<file path="config.mk">
export PLATFORM = sky130hd
export DESIGN_NAME = stick_radial_dead_zone
export DESIGN_NICKNAME = d
export VERILOG_FILES = /design/src/hw/rtl/srdz_pkg.sv /design/src/hw/rtl/stick_radial_dead_zone.sv /design/src/hw/rtl/srdz_isqrt.sv /design/src/hw/rtl/srdz_div.sv /design/src/hw/rtl/srdz_dp.sv /design/src/hw/rtl/srdz_ctrl.sv
export SDC_FILE = /design/constraint.sdc
export NUM_CORES = 2
export LEC_CHECK = 0
export ABC_AREA = 1
export ABC_CLOCK_PERIOD_IN_PS = 16800
export BUFFER_PORTS_ARGS = -buffer_cell sky130_fd_sc_hd__buf_2
export CAP_MARGIN = 25
export CORE_ASPECT_RATIO = 1.5
export CORE_MARGIN = 2
export CORE_UTILIZATION = 40
export CTS_CLUSTER_DIAMETER = 100
export DETAILED_ROUTE_END_ITERATION = 10
export GPL_TIMING_DRIVEN = 0
export HOLD_SLACK_MARGIN = 0.15
export SLEW_MARGIN = 20
export SYNTH_ARGS = -nofsm -noshare
export SYNTH_HDL_FRONTEND = slang
export SYNTH_SLANG_ARGS = --single-unit
export TNS_END_PERCENT = 50
</file>
<file path="constraint.sdc">
create_clock -name clk -period 16.8 [get_ports clk]
set_clock_uncertainty 0.2 [all_clocks]
set_input_delay 1.68 -clock clk [delete_from_list [all_inputs] [get_ports clk]]
set_output_delay 1.68 -clock clk [all_outputs]
set_load 0.02 [all_outputs]
</file>
<file path="src/hw/rtl/srdz_pkg.sv">
// Shared types and constants for the stick radial dead zone block.
package srdz_pkg;

	localparam int ZONE_BITS     = 15;
	localparam int GAIN_BITS     = 16;
	localparam int GAIN_FRAC     = 8;
	localparam int CFG_ADDR_BITS = 3;
	localparam int CFG_DATA_BITS = 16;
	localparam logic [GAIN_BITS-1:0] GAIN_RESET = 16'd256;

	typedef enum logic [CFG_ADDR_BITS-1:0] {
		REG_AXIS_ENABLE     = 3'd0,
		REG_USE_LEFT_STICK  = 3'd1,
		REG_INNER_ZONE      = 3'd2,
		REG_OUTER_ZONE      = 3'd3,
		REG_INVERT_VERTICAL = 3'd4,
		REG_GAIN            = 3'd5
	} reg_idx_t;

	typedef struct packed {
		logic                 axis_enable;
		logic                 use_left_stick;
		logic [ZONE_BITS-1:0] inner_zone;
		logic [ZONE_BITS-1:0] outer_zone;
		logic                 invert_vertical;
		logic [GAIN_BITS-1:0] gain;
	} cfg_t;

	typedef enum logic [3:0] {
		ST_IDLE,
		ST_SQUARE,
		ST_SQRT_INIT,
		ST_SQRT_RUN,
		ST_CHECK,
		ST_NM_RUN,
		ST_NM_TAKE,
		ST_COMP_MUL,
		ST_COMP_INIT,
		ST_COMP_RUN,
		ST_GAIN,
		ST_DONE
	} state_t;

	typedef struct packed {
		logic load;
		logic square;
		logic sqrt_start;
		logic sqrt_step;
		logic check;
		logic nm_start;
		logic div_step;
		logic nm_take;
		logic comp_mul;
		logic comp_start;
		logic gain_mul;
		logic out_load;
	} cmd_t;

	typedef struct packed {
		logic cfg_ok;
		logic mag_gt_inner;
		logic d_ge_range;
	} sts_t;

endpackage

</file>
<file path="src/hw/rtl/stick_radial_dead_zone.sv">
// Top level of the stick radial dead zone: ports, config registers, control and datapath.
//
// Usage:
//  - s_* input stream: one transfer carries a sample of both sticks; s_tuser is
//    the device-present flag. Held when no device is present.
//  - m_* output stream: one transfer per input item with the conditioned
//    vector and the held raw vector it was computed from.
//  - cfg_we/cfg_addr/cfg_wdata: register writes, taken on any edge with
//    cfg_we high; change them only while the block is idle.
//  - Sequence: a full rescale runs the square, the bit-serial root, the
//    bit-serial normalize divide, the component multiply and bit-serial
//    divide, then the gain multiply. An item whose rescaled magnitude caps at full scale
//    skips the normalize divide; one inside the inner zone stops after the
//    root; a disabled block or invalid zone bypasses the datapath.
//  - Flow: one item at a time, s_tready high only between items; a new item
//    is taken only after the last one is loaded into the output register.
//  - Output register: a finished result waits in it while the next item is
//    taken and worked on; the next result stalls only if m_tready stays low.
//  - Reset: arst_n clears the controller, output valid and held input sample; the
//    registers return to disabled, left stick, zones zero, no inversion, gain 1.0.
module stick_radial_dead_zone #(
	parameter int SAMPLE_BITS = 16
) (
	input  logic                                  clk,
	input  logic                                  arst_n,
	input  logic                                  s_tvalid,
	output logic                                  s_tready,
	// left_x, left_y, right_x, right_y (lowest first), zero padded to bytes
	input  logic [((4*SAMPLE_BITS+7)/8)*8-1:0]    s_tdata,
	// device_present
	input  logic                                  s_tuser,
	output logic                                  m_tvalid,
	input  logic                                  m_tready,
	// out_x, out_y, held_raw_x, held_raw_y (lowest first), zero padded to bytes
	output logic [((4*SAMPLE_BITS+7)/8)*8-1:0]    m_tdata,
	input  logic                                  cfg_we,
	input  logic [srdz_pkg::CFG_ADDR_BITS-1:0]    cfg_addr,
	input  logic [srdz_pkg::CFG_DATA_BITS-1:0]    cfg_wdata
);

	localparam int N         = SAMPLE_BITS;
	localparam int TdataBits = ((4 * N + 7) / 8) * 8;

	srdz_pkg::cfg_t cfg_q;
	srdz_pkg::cmd_t cmd;
	srdz_pkg::sts_t sts;

	logic signed [N-1:0] left_x, left_y, right_x, right_y;
	logic signed [N-1:0] out_x, out_y, held_raw_x, held_raw_y;

	// register file; out-of-range indexes fall through
	always_ff @(posedge clk or negedge arst_n) begin
		if (!arst_n) begin
			cfg_q.axis_enable     <= 1'b0;
			cfg_q.use_left_stick  <= 1'b1;
			cfg_q.inner_zone      <= '0;
			cfg_q.outer_zone      <= '0;
			cfg_q.invert_vertical <= 1'b0;
			cfg_q.gain            <= srdz_pkg::GAIN_RESET;
		end else if (cfg_we) begin
			case (srdz_pkg::reg_idx_t'(cfg_addr))
				srdz_pkg::REG_AXIS_ENABLE:     cfg_q.axis_enable     <= cfg_wdata[0];
				srdz_pkg::REG_USE_LEFT_STICK:  cfg_q.use_left_stick  <= cfg_wdata[0];
				srdz_pkg::REG_INNER_ZONE:
					cfg_q.inner_zone <= cfg_wdata[srdz_pkg::ZONE_BITS-1:0];
				srdz_pkg::REG_OUTER_ZONE:
					cfg_q.outer_zone <= cfg_wdata[srdz_pkg::ZONE_BITS-1:0];
				srdz_pkg::REG_INVERT_VERTICAL: cfg_q.invert_vertical <= cfg_wdata[0];
				srdz_pkg::REG_GAIN:
					cfg_q.gain <= cfg_wdata[srdz_pkg::GAIN_BITS-1:0];
				default: ;
			endcase
		end
	end

	// unpack the input transfer
	assign left_x  = s_tdata[N-1:0];
	assign left_y  = s_tdata[2*N-1:N];
	assign right_x = s_tdata[3*N-1:2*N];
	assign right_y = s_tdata[4*N-1:3*N];

	srdz_ctrl #(.SAMPLE_BITS(N)) u_ctrl (
		.clk      (clk),
		.arst_n   (arst_n),
		.s_tvalid (s_tvalid),
		.s_tready (s_tready),
		.m_tvalid (m_tvalid),
		.m_tready (m_tready),
		.sts      (sts),
		.cmd      (cmd)
	);

	srdz_dp #(.SAMPLE_BITS(N)) u_dp (
		.clk            (clk),
		.arst_n         (arst_n),
		.cfg            (cfg_q),
		.cmd            (cmd),
		.sts            (sts),
		.device_present (s_tuser),
		.left_x         (left_x),
		.left_y         (left_y),
		.right_x        (right_x),
		.right_y        (right_y),
		.out_x          (out_x),
		.out_y          (out_y),
		.held_raw_x     (held_raw_x),
		.held_raw_y     (held_raw_y)
	);

	// pack the output transfer, zero filled at the top
	assign m_tdata = TdataBits'({held_raw_y, held_raw_x, out_y, out_x});

endmodule

</file>
<file path="src/hw/rtl/srdz_isqrt.sv">
// Bit-serial integer square root, one root bit per step.
module srdz_isqrt #(
	parameter int SAMPLE_BITS = 16
) (
	input  logic                       clk,
	input  logic                       start,
	input  logic                       step,
	input  logic [2*SAMPLE_BITS-1:0]   radicand,
	output logic [SAMPLE_BITS-1:0]     root
);

	localparam int RemBits = SAMPLE_BITS + 3;

	logic [2*SAMPLE_BITS-1:0] op_q;
	logic [RemBits-1:0]       rem_q;
	logic [SAMPLE_BITS-1:0]   root_q;
	logic [RemBits-1:0]       rem_sh;
	logic [RemBits-1:0]       trial;

	// bring down the next two radicand bits, trial = 4*root + 1
	assign rem_sh = {rem_q[RemBits-3:0], op_q[2*SAMPLE_BITS-1 -: 2]};
	assign trial  = {{(RemBits-SAMPLE_BITS-2){1'b0}}, root_q, 2'b01};

	always_ff @(posedge clk) begin
		if (start) begin
			op_q   <= radicand;
			rem_q  <= '0;
			root_q <= '0;
		end else if (step) begin
			op_q <= {op_q[2*SAMPLE_BITS-3:0], 2'b00};
			if (rem_sh >= trial) begin
				rem_q  <= rem_sh - trial;
				root_q <= {root_q[SAMPLE_BITS-2:0], 1'b1};
			end else begin
				rem_q  <= rem_sh;
				root_q <= {root_q[SAMPLE_BITS-2:0], 1'b0};
			end
		end
	end

	assign root = root_q;

endmodule

</file>
<file path="src/hw/rtl/srdz_div.sv">
// Restoring divider, one quotient bit per step; caller keeps quotient in range.
module srdz_div #(
	parameter int SAMPLE_BITS = 16
) (
	input  logic                   clk,
	input  logic                   start,
	input  logic                   step,
	input  logic [SAMPLE_BITS-1:0] rem_init,
	input  logic [SAMPLE_BITS-1:0] lo_init,
	input  logic [SAMPLE_BITS-1:0] divisor,
	output logic [SAMPLE_BITS-1:0] quotient
);

	logic [SAMPLE_BITS-1:0] rem_q;
	logic [SAMPLE_BITS-1:0] lo_q;
	logic [SAMPLE_BITS-1:0] dvs_q;
	logic [SAMPLE_BITS:0]   trial;
	logic [SAMPLE_BITS:0]   diff;

	assign trial = {rem_q, lo_q[SAMPLE_BITS-1]};
	assign diff  = trial - {1'b0, dvs_q};

	// lo_q shifts the dividend out and the quotient bits in
	always_ff @(posedge clk) begin
		if (start) begin
			rem_q <= rem_init;
			lo_q  <= lo_init;
			dvs_q <= divisor;
		end else if (step) begin
			if (trial >= {1'b0, dvs_q}) begin
				rem_q <= diff[SAMPLE_BITS-1:0];
				lo_q  <= {lo_q[SAMPLE_BITS-2:0], 1'b1};
			end else begin
				rem_q <= trial[SAMPLE_BITS-1:0];
				lo_q  <= {lo_q[SAMPLE_BITS-2:0], 1'b0};
			end
		end
	end

	assign quotient = lo_q;

endmodule

</file>
<file path="src/hw/rtl/srdz_dp.sv">
// Datapath: held sample, squaring, root, rescale divides, gain and output registers.
module srdz_dp #(
	parameter int SAMPLE_BITS = 16
) (
	input  logic                          clk,
	input  logic                          arst_n,
	input  srdz_pkg::cfg_t                cfg,
	input  srdz_pkg::cmd_t                cmd,
	output srdz_pkg::sts_t                sts,
	input  logic                          device_present,
	input  logic signed [SAMPLE_BITS-1:0] left_x,
	input  logic signed [SAMPLE_BITS-1:0] left_y,
	input  logic signed [SAMPLE_BITS-1:0] right_x,
	input  logic signed [SAMPLE_BITS-1:0] right_y,
	output logic signed [SAMPLE_BITS-1:0] out_x,
	output logic signed [SAMPLE_BITS-1:0] out_y,
	output logic signed [SAMPLE_BITS-1:0] held_raw_x,
	output logic signed [SAMPLE_BITS-1:0] held_raw_y
);

	localparam int N  = SAMPLE_BITS;
	localparam int ZB = srdz_pkg::ZONE_BITS;
	localparam int GB = srdz_pkg::GAIN_BITS;
	localparam int BW = (N + 1 > GB + 1) ? N + 1 : GB + 1;
	localparam int PW = N + 1 + BW;
	localparam logic [N-1:0] Full = {1'b1, {(N-1){1'b0}}};
	localparam logic signed [PW-1:0] SatHi = PW'((1 << (N - 1)) - 1);
	localparam logic signed [PW-1:0] SatLo = PW'(-(1 << (N - 1)));

	logic signed [N-1:0]  raw_x_q, raw_y_q;
	logic                 zero_q;
	logic [N-1:0]         range_q;
	logic [N-1:0]         newmag_q;
	logic signed [PW-1:0] mul_x_q, mul_y_q;
	logic signed [N-1:0]  out_x_q, out_y_q, held_x_q, held_y_q;

	logic [ZB:0]          zone_sum;
	logic [ZB+N-2:0]      inner_wide, outer_wide;
	logic [N-2:0]         inner_s, outer_s;
	logic [N-1:0]         abs_x, abs_y;
	logic signed [N:0]    mx_a, my_a;
	logic signed [BW-1:0] mx_b, my_b;
	logic [2*N-1:0]       radicand;
	logic [N-1:0]         mag;
	logic [N-1:0]         excess;
	logic                 div_start;
	logic [N-1:0]         rem_init_x, rem_init_y, lo_init_x, lo_init_y, divisor;
	logic [N-1:0]         quo_x, quo_y;
	logic [N:0]           qx_ext, qy_ext;
	logic signed [N:0]    vx, vy;
	logic                 neg_y;

	function automatic logic [N-1:0] scale_sat(input logic signed [PW-1:0] p);
		logic signed [PW-1:0] sh;
		sh = p >>> srdz_pkg::GAIN_FRAC;
		// truncate toward zero
		if (p[PW-1] && (p[srdz_pkg::GAIN_FRAC-1:0] != '0))
			sh = sh + {{(PW-1){1'b0}}, 1'b1};
		if (sh > SatHi)
			return SatHi[N-1:0];
		else if (sh < SatLo)
			return SatLo[N-1:0];
		else
			return sh[N-1:0];
	endfunction

	// zones in sample scale: (z << (N-1)) >> 15
	assign zone_sum   = {1'b0, cfg.inner_zone} + {1'b0, cfg.outer_zone};
	assign inner_wide = {cfg.inner_zone, {(N-1){1'b0}}};
	assign outer_wide = {cfg.outer_zone, {(N-1){1'b0}}};
	assign inner_s    = inner_wide[ZB+N-2 -: N-1];
	assign outer_s    = outer_wide[ZB+N-2 -: N-1];

	assign sts.cfg_ok       = cfg.axis_enable && !zone_sum[ZB];
	assign sts.mag_gt_inner = mag > {1'b0, inner_s};
	assign excess           = mag - {1'b0, inner_s};
	assign sts.d_ge_range   = excess >= range_q;

	assign abs_x = raw_x_q[N-1] ? (~raw_x_q + 1'b1) : raw_x_q;
	assign abs_y = raw_y_q[N-1] ? (~raw_y_q + 1'b1) : raw_y_q;

	// held raw value is architectural state
	always_ff @(posedge clk or negedge arst_n) begin
		if (!arst_n) begin
			raw_x_q <= '0;
			raw_y_q <= '0;
		end else if (cmd.load) begin
			if (!sts.cfg_ok) begin
				raw_x_q <= '0;
				raw_y_q <= '0;
			end else if (device_present) begin
				raw_x_q <= cfg.use_left_stick ? left_x : right_x;
				raw_y_q <= cfg.use_left_stick ? left_y : right_y;
			end
		end
	end

	always_ff @(posedge clk) begin
		if (cmd.load) begin
			zero_q  <= !sts.cfg_ok;
			range_q <= Full - {1'b0, inner_s} - {1'b0, outer_s};
		end else if (cmd.check) begin
			zero_q <= zero_q | !sts.mag_gt_inner;
		end
		if (cmd.check)
			newmag_q <= Full;
		else if (cmd.nm_take)
			newmag_q <= quo_x;
	end

	// sign applied after the unsigned divide; vertical inversion folds in here
	assign neg_y  = raw_y_q[N-1] ^ cfg.invert_vertical;
	assign qx_ext = {1'b0, quo_x};
	assign qy_ext = {1'b0, quo_y};
	assign vx     = raw_x_q[N-1] ? (~qx_ext + 1'b1) : qx_ext;
	assign vy     = neg_y ? (~qy_ext + 1'b1) : qy_ext;

	// one multiplier per lane, operands picked by phase
	always_comb begin
		mx_a = '0;
		mx_b = '0;
		my_a = '0;
		my_b = '0;
		if (cmd.square) begin
			mx_a = {raw_x_q[N-1], raw_x_q};
			mx_b = {{(BW-N){raw_x_q[N-1]}}, raw_x_q};
			my_a = {raw_y_q[N-1], raw_y_q};
			my_b = {{(BW-N){raw_y_q[N-1]}}, raw_y_q};
		end else if (cmd.comp_mul) begin
			mx_a = {1'b0, abs_x};
			mx_b = {{(BW-N){1'b0}}, newmag_q};
			my_a = {1'b0, abs_y};
			my_b = {{(BW-N){1'b0}}, newmag_q};
		end else if (cmd.gain_mul) begin
			mx_a = vx;
			mx_b = {{(BW-GB){1'b0}}, cfg.gain};
			my_a = vy;
			my_b = {{(BW-GB){1'b0}}, cfg.gain};
		end
	end

	always_ff @(posedge clk) begin
		if (cmd.square || cmd.comp_mul || cmd.gain_mul) begin
			mul_x_q <= mx_a * mx_b;
			mul_y_q <= my_a * my_b;
		end
	end

	assign radicand = mul_x_q[2*N-1:0] + mul_y_q[2*N-1:0];

	srdz_isqrt #(.SAMPLE_BITS(N)) u_isqrt (
		.clk      (clk),
		.start    (cmd.sqrt_start),
		.step     (cmd.sqrt_step),
		.radicand (radicand),
		.root     (mag)
	);

	// normalize divide: excess << (N-1) / range, excess < range so N-1 bits
	// component divide: |raw| * newmag / mag, quotient <= full scale
	assign div_start  = cmd.nm_start | cmd.comp_start;
	assign divisor    = cmd.nm_start ? range_q : mag;
	assign rem_init_x = cmd.nm_start ? excess : mul_x_q[2*N-1:N];
	assign lo_init_x  = cmd.nm_start ? '0 : mul_x_q[N-1:0];
	assign rem_init_y = cmd.nm_start ? excess : mul_y_q[2*N-1:N];
	assign lo_init_y  = cmd.nm_start ? '0 : mul_y_q[N-1:0];

	srdz_div #(.SAMPLE_BITS(N)) u_div_x (
		.clk      (clk),
		.start    (div_start),
		.step     (cmd.div_step),
		.rem_init (rem_init_x),
		.lo_init  (lo_init_x),
		.divisor  (divisor),
		.quotient (quo_x)
	);

	srdz_div #(.SAMPLE_BITS(N)) u_div_y (
		.clk      (clk),
		.start    (div_start),
		.step     (cmd.div_step),
		.rem_init (rem_init_y),
		.lo_init  (lo_init_y),
		.divisor  (divisor),
		.quotient (quo_y)
	);

	always_ff @(posedge clk) begin
		if (cmd.out_load) begin
			out_x_q  <= zero_q ? '0 : scale_sat(mul_x_q);
			out_y_q  <= zero_q ? '0 : scale_sat(mul_y_q);
			held_x_q <= raw_x_q;
			held_y_q <= raw_y_q;
		end
	end

	assign out_x      = out_x_q;
	assign out_y      = out_y_q;
	assign held_raw_x = held_x_q;
	assign held_raw_y = held_y_q;

endmodule

</file>
<file path="src/hw/rtl/srdz_ctrl.sv">
// Controller: sequences one item through the datapath and owns the handshakes.
module srdz_ctrl #(
	parameter int SAMPLE_BITS = 16
) (
	input  logic           clk,
	input  logic           arst_n,
	input  logic           s_tvalid,
	output logic           s_tready,
	output logic           m_tvalid,
	input  logic           m_tready,
	input  srdz_pkg::sts_t sts,
	output srdz_pkg::cmd_t cmd
);

	localparam int CntBits = $clog2(SAMPLE_BITS);

	srdz_pkg::state_t state_q, state_d;
	logic [CntBits-1:0] cnt_q;
	logic               out_valid_q;
	logic               out_free;

	assign out_free = !out_valid_q || m_tready;

	always_comb begin
		state_d = state_q;
		case (state_q)
			srdz_pkg::ST_IDLE: begin
				if (s_tvalid)
					state_d = sts.cfg_ok ? srdz_pkg::ST_SQUARE : srdz_pkg::ST_DONE;
			end
			srdz_pkg::ST_SQUARE:    state_d = srdz_pkg::ST_SQRT_INIT;
			srdz_pkg::ST_SQRT_INIT: state_d = srdz_pkg::ST_SQRT_RUN;
			srdz_pkg::ST_SQRT_RUN: begin
				if (cnt_q == '0)
					state_d = srdz_pkg::ST_CHECK;
			end
			srdz_pkg::ST_CHECK: begin
				if (!sts.mag_gt_inner)
					state_d = srdz_pkg::ST_DONE;
				else if (sts.d_ge_range)
					state_d = srdz_pkg::ST_COMP_MUL;
				else
					state_d = srdz_pkg::ST_NM_RUN;
			end
			srdz_pkg::ST_NM_RUN: begin
				if (cnt_q == '0)
					state_d = srdz_pkg::ST_NM_TAKE;
			end
			srdz_pkg::ST_NM_TAKE:   state_d = srdz_pkg::ST_COMP_MUL;
			srdz_pkg::ST_COMP_MUL:  state_d = srdz_pkg::ST_COMP_INIT;
			srdz_pkg::ST_COMP_INIT: state_d = srdz_pkg::ST_COMP_RUN;
			srdz_pkg::ST_COMP_RUN: begin
				if (cnt_q == '0)
					state_d = srdz_pkg::ST_GAIN;
			end
			srdz_pkg::ST_GAIN:      state_d = srdz_pkg::ST_DONE;
			srdz_pkg::ST_DONE: begin
				if (out_free)
					state_d = srdz_pkg::ST_IDLE;
			end
			default:                state_d = srdz_pkg::ST_IDLE;
		endcase
	end

	always_comb begin
		cmd      = '0;
		s_tready = 1'b0;
		case (state_q)
			srdz_pkg::ST_IDLE: begin
				s_tready = 1'b1;
				cmd.load = s_tvalid;
			end
			srdz_pkg::ST_SQUARE:    cmd.square     = 1'b1;
			srdz_pkg::ST_SQRT_INIT: cmd.sqrt_start = 1'b1;
			srdz_pkg::ST_SQRT_RUN:  cmd.sqrt_step  = 1'b1;
			srdz_pkg::ST_CHECK: begin
				cmd.check    = 1'b1;
				cmd.nm_start = sts.mag_gt_inner && !sts.d_ge_range;
			end
			srdz_pkg::ST_NM_RUN:    cmd.div_step   = 1'b1;
			srdz_pkg::ST_NM_TAKE:   cmd.nm_take    = 1'b1;
			srdz_pkg::ST_COMP_MUL:  cmd.comp_mul   = 1'b1;
			srdz_pkg::ST_COMP_INIT: cmd.comp_start = 1'b1;
			srdz_pkg::ST_COMP_RUN:  cmd.div_step   = 1'b1;
			srdz_pkg::ST_GAIN:      cmd.gain_mul   = 1'b1;
			srdz_pkg::ST_DONE:      cmd.out_load   = out_free;
			default: ;
		endcase
	end

	always_ff @(posedge clk or negedge arst_n) begin
		if (!arst_n) begin
			state_q     <= srdz_pkg::ST_IDLE;
			cnt_q       <= '0;
			out_valid_q <= 1'b0;
		end else begin
			state_q <= state_d;
			case (state_q)
				srdz_pkg::ST_SQRT_INIT: cnt_q <= CntBits'(SAMPLE_BITS - 1);
				srdz_pkg::ST_CHECK:     cnt_q <= CntBits'(SAMPLE_BITS - 2);
				srdz_pkg::ST_COMP_INIT: cnt_q <= CntBits'(SAMPLE_BITS - 1);
				srdz_pkg::ST_SQRT_RUN,
				srdz_pkg::ST_NM_RUN,
				srdz_pkg::ST_COMP_RUN:  cnt_q <= cnt_q - 1'b1;
				default: ;
			endcase
			if (cmd.out_load)
				out_valid_q <= 1'b1;
			else if (m_tready)
				out_valid_q <= 1'b0;
		end
	end

	assign m_tvalid = out_valid_q;

	a_load_into_free: assert property (@(posedge clk) disable iff (!arst_n)
		cmd.out_load |-> (!out_valid_q || m_tready))
		else $error("result loaded over a pending transfer");

	a_disabled_short: assert property (@(posedge clk) disable iff (!arst_n)
		(s_tvalid && s_tready && !sts.cfg_ok) |=> (state_q == srdz_pkg::ST_DONE))
		else $error("disabled item did not bypass the datapath");

	a_inside_zone: assert property (@(posedge clk) disable iff (!arst_n)
		(state_q == srdz_pkg::ST_CHECK && !sts.mag_gt_inner)
			|=> (state_q == srdz_pkg::ST_DONE))
		else $error("item inside inner zone was rescaled");

	a_nm_start: assert property (@(posedge clk) disable iff (!arst_n)
		cmd.nm_start |-> (cmd.check && sts.mag_gt_inner))
		else $error("normalize divide started outside the live ring");

endmodule
</file>
======== After elaboration in Yosys (flattened, before gate mapping) ========
Index checks and enable logic that the tools add are counted.
operators by class
  mux-type cells .......................... 75
  bitwise operators ....................... 7
  reduce and logical (&&, ||, !) cells .... 35
  order comparisons ....................... 9
  equal/unequal tests ..................... 22
  div/mod/pow operators ................... 0
  add/subtract/negate cells ............... 15
  multiply operators ...................... 2
  shifts and indexed selects .............. 0
operators with widths
  kind                                                              count
  2-to-1 mux 16 bit                                                 26
  2-to-1 mux 17 bit                                                 12
  2-to-1 mux 34 bit                                                 4
  greater-than comparator 34 x 16 -> 1 bit (second input constant)  2
  < comparator 34 x 16 -> 1 bit (second input constant)             2
  multiplier 17 x 17 -> 34 bit                                      2
  2-to-1 mux 32 bit                                                 2
  adder 26 x 2 -> 27 bit (second input constant)                    2
  case mux 4 bit (12 select lines)                                  1
  adder 17 x 1 -> 17 bit (second input constant)                    2
  greater-or-equal comparator 17 x 16 -> 1 bit                      2
  inverter 16 -> 17 bit                                             2
  adder 16 x 1 -> 16 bit (second input constant)                    2
  adder 32 bit                                                      1
  inverter 16 bit                                                   2
  subtractor 16 x 15 -> 16 bit                                      2
  subtractor 16 bit                                                 2
  2-to-1 mux 15 bit                                                 2
  2-to-1 mux 4 bit                                                  7
  greater-or-equal comparator 19 x 18 -> 1 bit                      1
  2-to-1 mux 1 bit                                                  18
  subtractor 17 bit                                                 1
  adder 15 x 15 -> 16 bit                                           1
  equality test 4 x 3 -> 1 bit (second input constant)              4
  other kinds (28)                                                  63
storage, ports and cells
  bits of input ports ..................... 89
  ROM bits ................................ 0
  register bits after elaboration ......... 400
  memories ................................ 0
  RAM bits ................................ 0
  bits in latches ......................... 0

======== Longest topological paths before layout ========
  depth in word-level cells ............... 7
  mapped depth ............................ 39
  gate-level depth less buffers ........... 39

======== Modules after synthesis ========
From an unflattened synthesis, not the netlist that was laid out.
unflattened totals
  cell total of the unflattened synthesis .. 6558
  area total of the unflattened synthesis .. 51301.7 µm²
modules (own cells, without submodules)
  module                  area an instance (µm²)  cells each  times used
  srdz_dp                 38191.6                 4848        1
  srdz_div                3255.6                  420         2
  srdz_isqrt              3844.9                  520         1
  stick_radial_dead_zone  1995.7                  226         1
  srdz_ctrl               758.2                   124         1

======== Least setup slack after synthesis ========
OpenSTA, ideal clock, no wires.
  kind .................................... register to register
  start ................................... register u_dp.u_div_x.lo_q[0] (netlist: u_dp.u_div_x.quotient[0])
  end ..................................... register u_dp.mul_x_q[33] (data pin)
  buffers on the path ..................... 0
  arrival ................................. 6.761 ns
  setup slack ............................. 9.573 ns
  library setup time ...................... 0.266 ns
  cell stages (with the launch flop) ...... 31
  path through ............................ edfxtp_1 inv_1 ha_1 nand3_1 nor2_1 nand3_1 inv_1 nand3_1 o211ai_1 nand2_1 clkinv_1 nor2_1 inv_1 fa_1 inv_1 fa_1 fa_1 fa_1 fa_1 inv_1 fa_1 inv_1 ha_1 nand2_1 nor3_1 nand3_1 nand3_1 nand2_1 nand2_1 a21boi_0 xor2_1
on the way
  longest elaborated chain between the ends .. 7
RTL lines
  what                              line            source
  from (decl)                       srdz_div.sv:15  logic [SAMPLE_BITS-1:0] lo_q;
  from (signal assigned)            srdz_div.sv:27  lo_q <= lo_init;
  from (signal assigned)            srdz_div.sv:32  lo_q <= {lo_q[SAMPLE_BITS-2:0], 1'b1};
  from (signal assigned)            srdz_div.sv:35  lo_q <= {lo_q[SAMPLE_BITS-2:0], 1'b0};
  inverter 16 -> 17 bit             srdz_dp.sv:115  assign vx = raw_x_q[N-1] ? (~qx_ext + 1'b1) : qx_ext;
  adder 17 x 1 -> 17 bit            srdz_dp.sv:115
  2-to-1 mux 17 bit (*)             srdz_dp.sv:115
  2-to-1 mux 17 bit (*)             srdz_dp.sv:134  end else if (cmd.gain_mul) begin
  2-to-1 mux 17 bit (*)             srdz_dp.sv:129  end else if (cmd.comp_mul) begin
  2-to-1 mux 17 bit (*)             srdz_dp.sv:124  if (cmd.square) begin
  multiplier 17 x 17 -> 34 bit (*)  srdz_dp.sv:144  mul_x_q <= mx_a * mx_b;
  to (signal assigned)              srdz_dp.sv:144
  to (decl)                         srdz_dp.sv:34   logic signed [PW-1:0] mul_x_q, mul_y_q;
Every way passes the cells marked *; elsewhere a longest branch is shown, timed or not.
A chain may end at the register's enable or synchronous reset.

======== Final worst setup path ========
  start ................................... register u_dp.raw_x_q[15]
  end ..................................... register u_dp.mul_x_q[31] (data pin)
on the way
  longest elaborated chain between the ends .. 6
RTL lines
  what                              line            source
  from (decl)                       srdz_dp.sv:30   logic signed [N-1:0] raw_x_q, raw_y_q;
  from (signal assigned)            srdz_dp.sv:92   raw_x_q <= cfg.use_left_stick ? left_x : right_x;
  inverter 16 bit                   srdz_dp.sv:79   assign abs_x = raw_x_q[N-1] ? (~raw_x_q + 1'b1) : raw_x_q;
  adder 16 x 1 -> 16 bit            srdz_dp.sv:79
  2-to-1 mux 16 bit                 srdz_dp.sv:79
  2-to-1 mux 17 bit                 srdz_dp.sv:129
  2-to-1 mux 17 bit                 srdz_dp.sv:124
  multiplier 17 x 17 -> 34 bit (*)  srdz_dp.sv:144
Marks and branches as above.

==> metrics.txt <==
WP data arrival 9580 ps; delay-heaviest family, CP adder cells; Synth Area per Inst 8.13 um2; Sum Neg Setup Slack 0 ps; Required @ worst endpoint 17000 ps; Hold Fails Final Rpt 0; clk_lat worst skew 640 ps; Core Footprint 119000 um2; # DRC 0; vias in the first global route 42200; Slew Viols, Final 0; Max FO, Critical Path 10; Post-synth EDFFs 261; Synth top area share 25.0%; RSZ-0062 raised after global routing no; Clock Path Buffers 3; post-DR wirelength/cell 21.5 um; FFs w/ async S/R, synth 22.5%; Peak VDD IR 0.000114 V; Slew HR 25.9%; Cell Area, Synth 48000 um2; Max Fclk 107 MHz; pwr/cell area 224 nW/um2; Overflow after GRT 0; post-route ant nets 0; worst path bufs/invs 7; routed vias 41000; 1st-pass router iterations 7; routed vias/inst 5.31; Port Buf Inserts 154; worst hold path type flip-flop to flip-flop; Die Area 123000 um2; synth warn 0; Clock Pin Slew Worst Setup and Hold Paths 60 ps; CTS tree built; number of library cell types mapped by synthesis 73; first-pass GRT wire length 251000 um; Root Driver clkbuf_16; final worst slack 7420 ps; Startpoint Class flip-flop; register area share after synthesis 23.1%; Crit-path slowest cell fa_1; Critical Path End Type flip-flop; pin count of the biggest net entering global routing 61; post-synthesis cell count 5899; H-tree level count 2; nets 7127; GRT Overall Usage 27.1%; TritonCTS buffer count 47; number of gates resized after cts 0; flops & latches, synth 400; 1st-iter DRT viols 2883; most frequent CP cell fa_1; final cell count without fillers 7717; gpl congestion 0.988; Worst Tran Pin Value 1110 ps; Top FF cell, synth edfxtp_1; outcome finished clean; placed wire-length estimate 139000 um; Period minus WS final 9380 ps; CP Class flip-flop to flip-flop; Initial Util 40.3%; Final Cycle Share 55.8%; DIE HEIGHT 428 um; Ports 155; top cells by area, synth fa_1 (25%), edfxtp_1 (16%), nand2_1 (9.3%); placed instance count 7629; Fillers 12200; pre-CTS WS 7510 ps; # Post-CTS Setup Buffers 0; layout cells sized above 1 6.70%; initial antenna violation count 1; final wirelength 166000 um; clk sink count 400; CTS Hold Buffers Added 0; area grow syn2layout 9.40%; final setup fails 0; Rows 155; dominant cell type by area after synthesis fa_1; Fin Hold WS 250 ps; Leakage 0.0260 uW; max-cap check violation count 0; CP max stage delay 870 ps; antenna cells 0; Die W 287 um
## sequential cells by signal (all words and copies together), names as in the netlist, 16 cells and up
signal / cells
u_dp.held_raw_x: 16
u_dp.u_div_y.rem_q: 16
u_dp.raw_y_q: 16
u_dp.u_div_y.quotient: 16
u_dp.u_div_x.rem_q: 16
u_dp.newmag_q: 16
u_dp.held_raw_y: 16
u_dp.mul_y_q: 34
cfg_q: 49
u_dp.u_isqrt.op_q: 32
u_dp.u_div_x.quotient: 16
u_dp.u_div_x.dvs_q: 16
u_dp.raw_x_q: 16
u_dp.out_x: 16
u_dp.u_isqrt.root: 16
u_dp.range_q: 16
u_dp.out_y: 16
u_dp.mul_x_q: 34
u_dp.u_isqrt.rem_q: 17
## synthesized netlist by cell type, types with 49 or more instances
library cell	count
inv_1	1167
clkbuf_1	79
dfrtp_1	88
xnor2_1	79
xor2_1	123
nor3_1	53
a21oi_1	302
ha_1	331
edfxtp_1	261
nor2_1	602
nand3_1	175
nand2_1	1183
fa_1	599
dfxtp_1	49
o21ai_0	317
## area by class of cell
cell class                 instances  area, um2  area share (%)
clock inverter                    20        267           0.508
sequential                       400      11100            21.1
buffer                           144        699            1.33
inverter                        1196       4490            8.56
timing repair buffer             159        885            1.69
clock buffer                      68       1360            2.59
multi-input combinational       4160      31700            60.5
tap                             1570       1960            3.74
## cell usage in the layout, fill, tap and decap left out, types with 175 or more instances in the layout
cell type	Yosys	final
fa_1	599	599
inv_1	1167	1167
nand3_1	175	175
o21ai_0	317	317
ha_1	331	331
nor2_1	602	599
buf_2	41	194
a21oi_1	302	302
nand2_1	1183	1181
edfxtp_1	261	261
## metrics by stage
| step | power [uW] | area [um2] | utilization (%) |
|---|---|---|---|
| global placement | 10500 | 50700 | 42.6 |
| floorplan | 7760 | 48000 | - |
| finish | 11800 | 52500 | 44.1 |
| detailed placement | 10600 | 50900 | 42.7 |
| global route | 12800 | 52500 | 44.1 |
| CTS | 11700 | 52500 | 44.1 |
## path summary, 6_finish.rpt
| check | from | end | slack, ps | cells past startpoint |
|---|---|---|---|---|
| setup reg to reg | u_dp.raw_x_q[15] | u_dp.mul_x_q[31] | 7420 | 26 |
| max in group asynchronous | arst_n | cfg_q[8] | 15000 | 2 |
| hold / removal | u_dp.raw_y_q[2] | u_dp.held_raw_y[2] | 250 | 0 |
| setup / recovery | u_dp.raw_x_q[15] | u_dp.mul_x_q[31] | 7420 | 26 |
| hold reg to reg | u_dp.raw_y_q[2] | u_dp.held_raw_y[2] | 250 | 0 |
| min in group asynchronous | arst_n | u_dp.raw_y_q[9] | 750 | 1 |
## cell families after synthesis
kind of cell               share of synthesized area, %
buffers and inverters                              10.8
muxes                                             0.253
adders and majority gates                          33.6
DFF                                                23.1
other                                            0.0157
and+or+nand+nor                                    18.1
xor gates and xnor gates                           3.69
AOI/OAI and AO/OA                                  10.4
## report_power, final
part	internal [uW]	switching, uW
Combinational	2770	5740
Clock	607	465
Sequential	1720	459
## per-layer routing
metal | wire length [um] | vias up | global-route usage (%)
met1 | 63300 | 20000 | 31.9
met3 | 9340 | 473 | 3.14
met5 | 0 | - | 0
met2 | 80900 | 1568 | 46.9
li1 | - | 18900 | -
met4 | 12100 | 0 | 16.4
## worst reg2reg max path, delay by kind of cell, from the launching register on
kind            cells  cell delay, ps
compound gates      1             230
fa+ha+maj           7            4170
flops               1             400
buf+inv             7            1830
xor+xnor            1             310
simple gates       10            2050
Note: power is estimated with default switching activity, not from simulation.
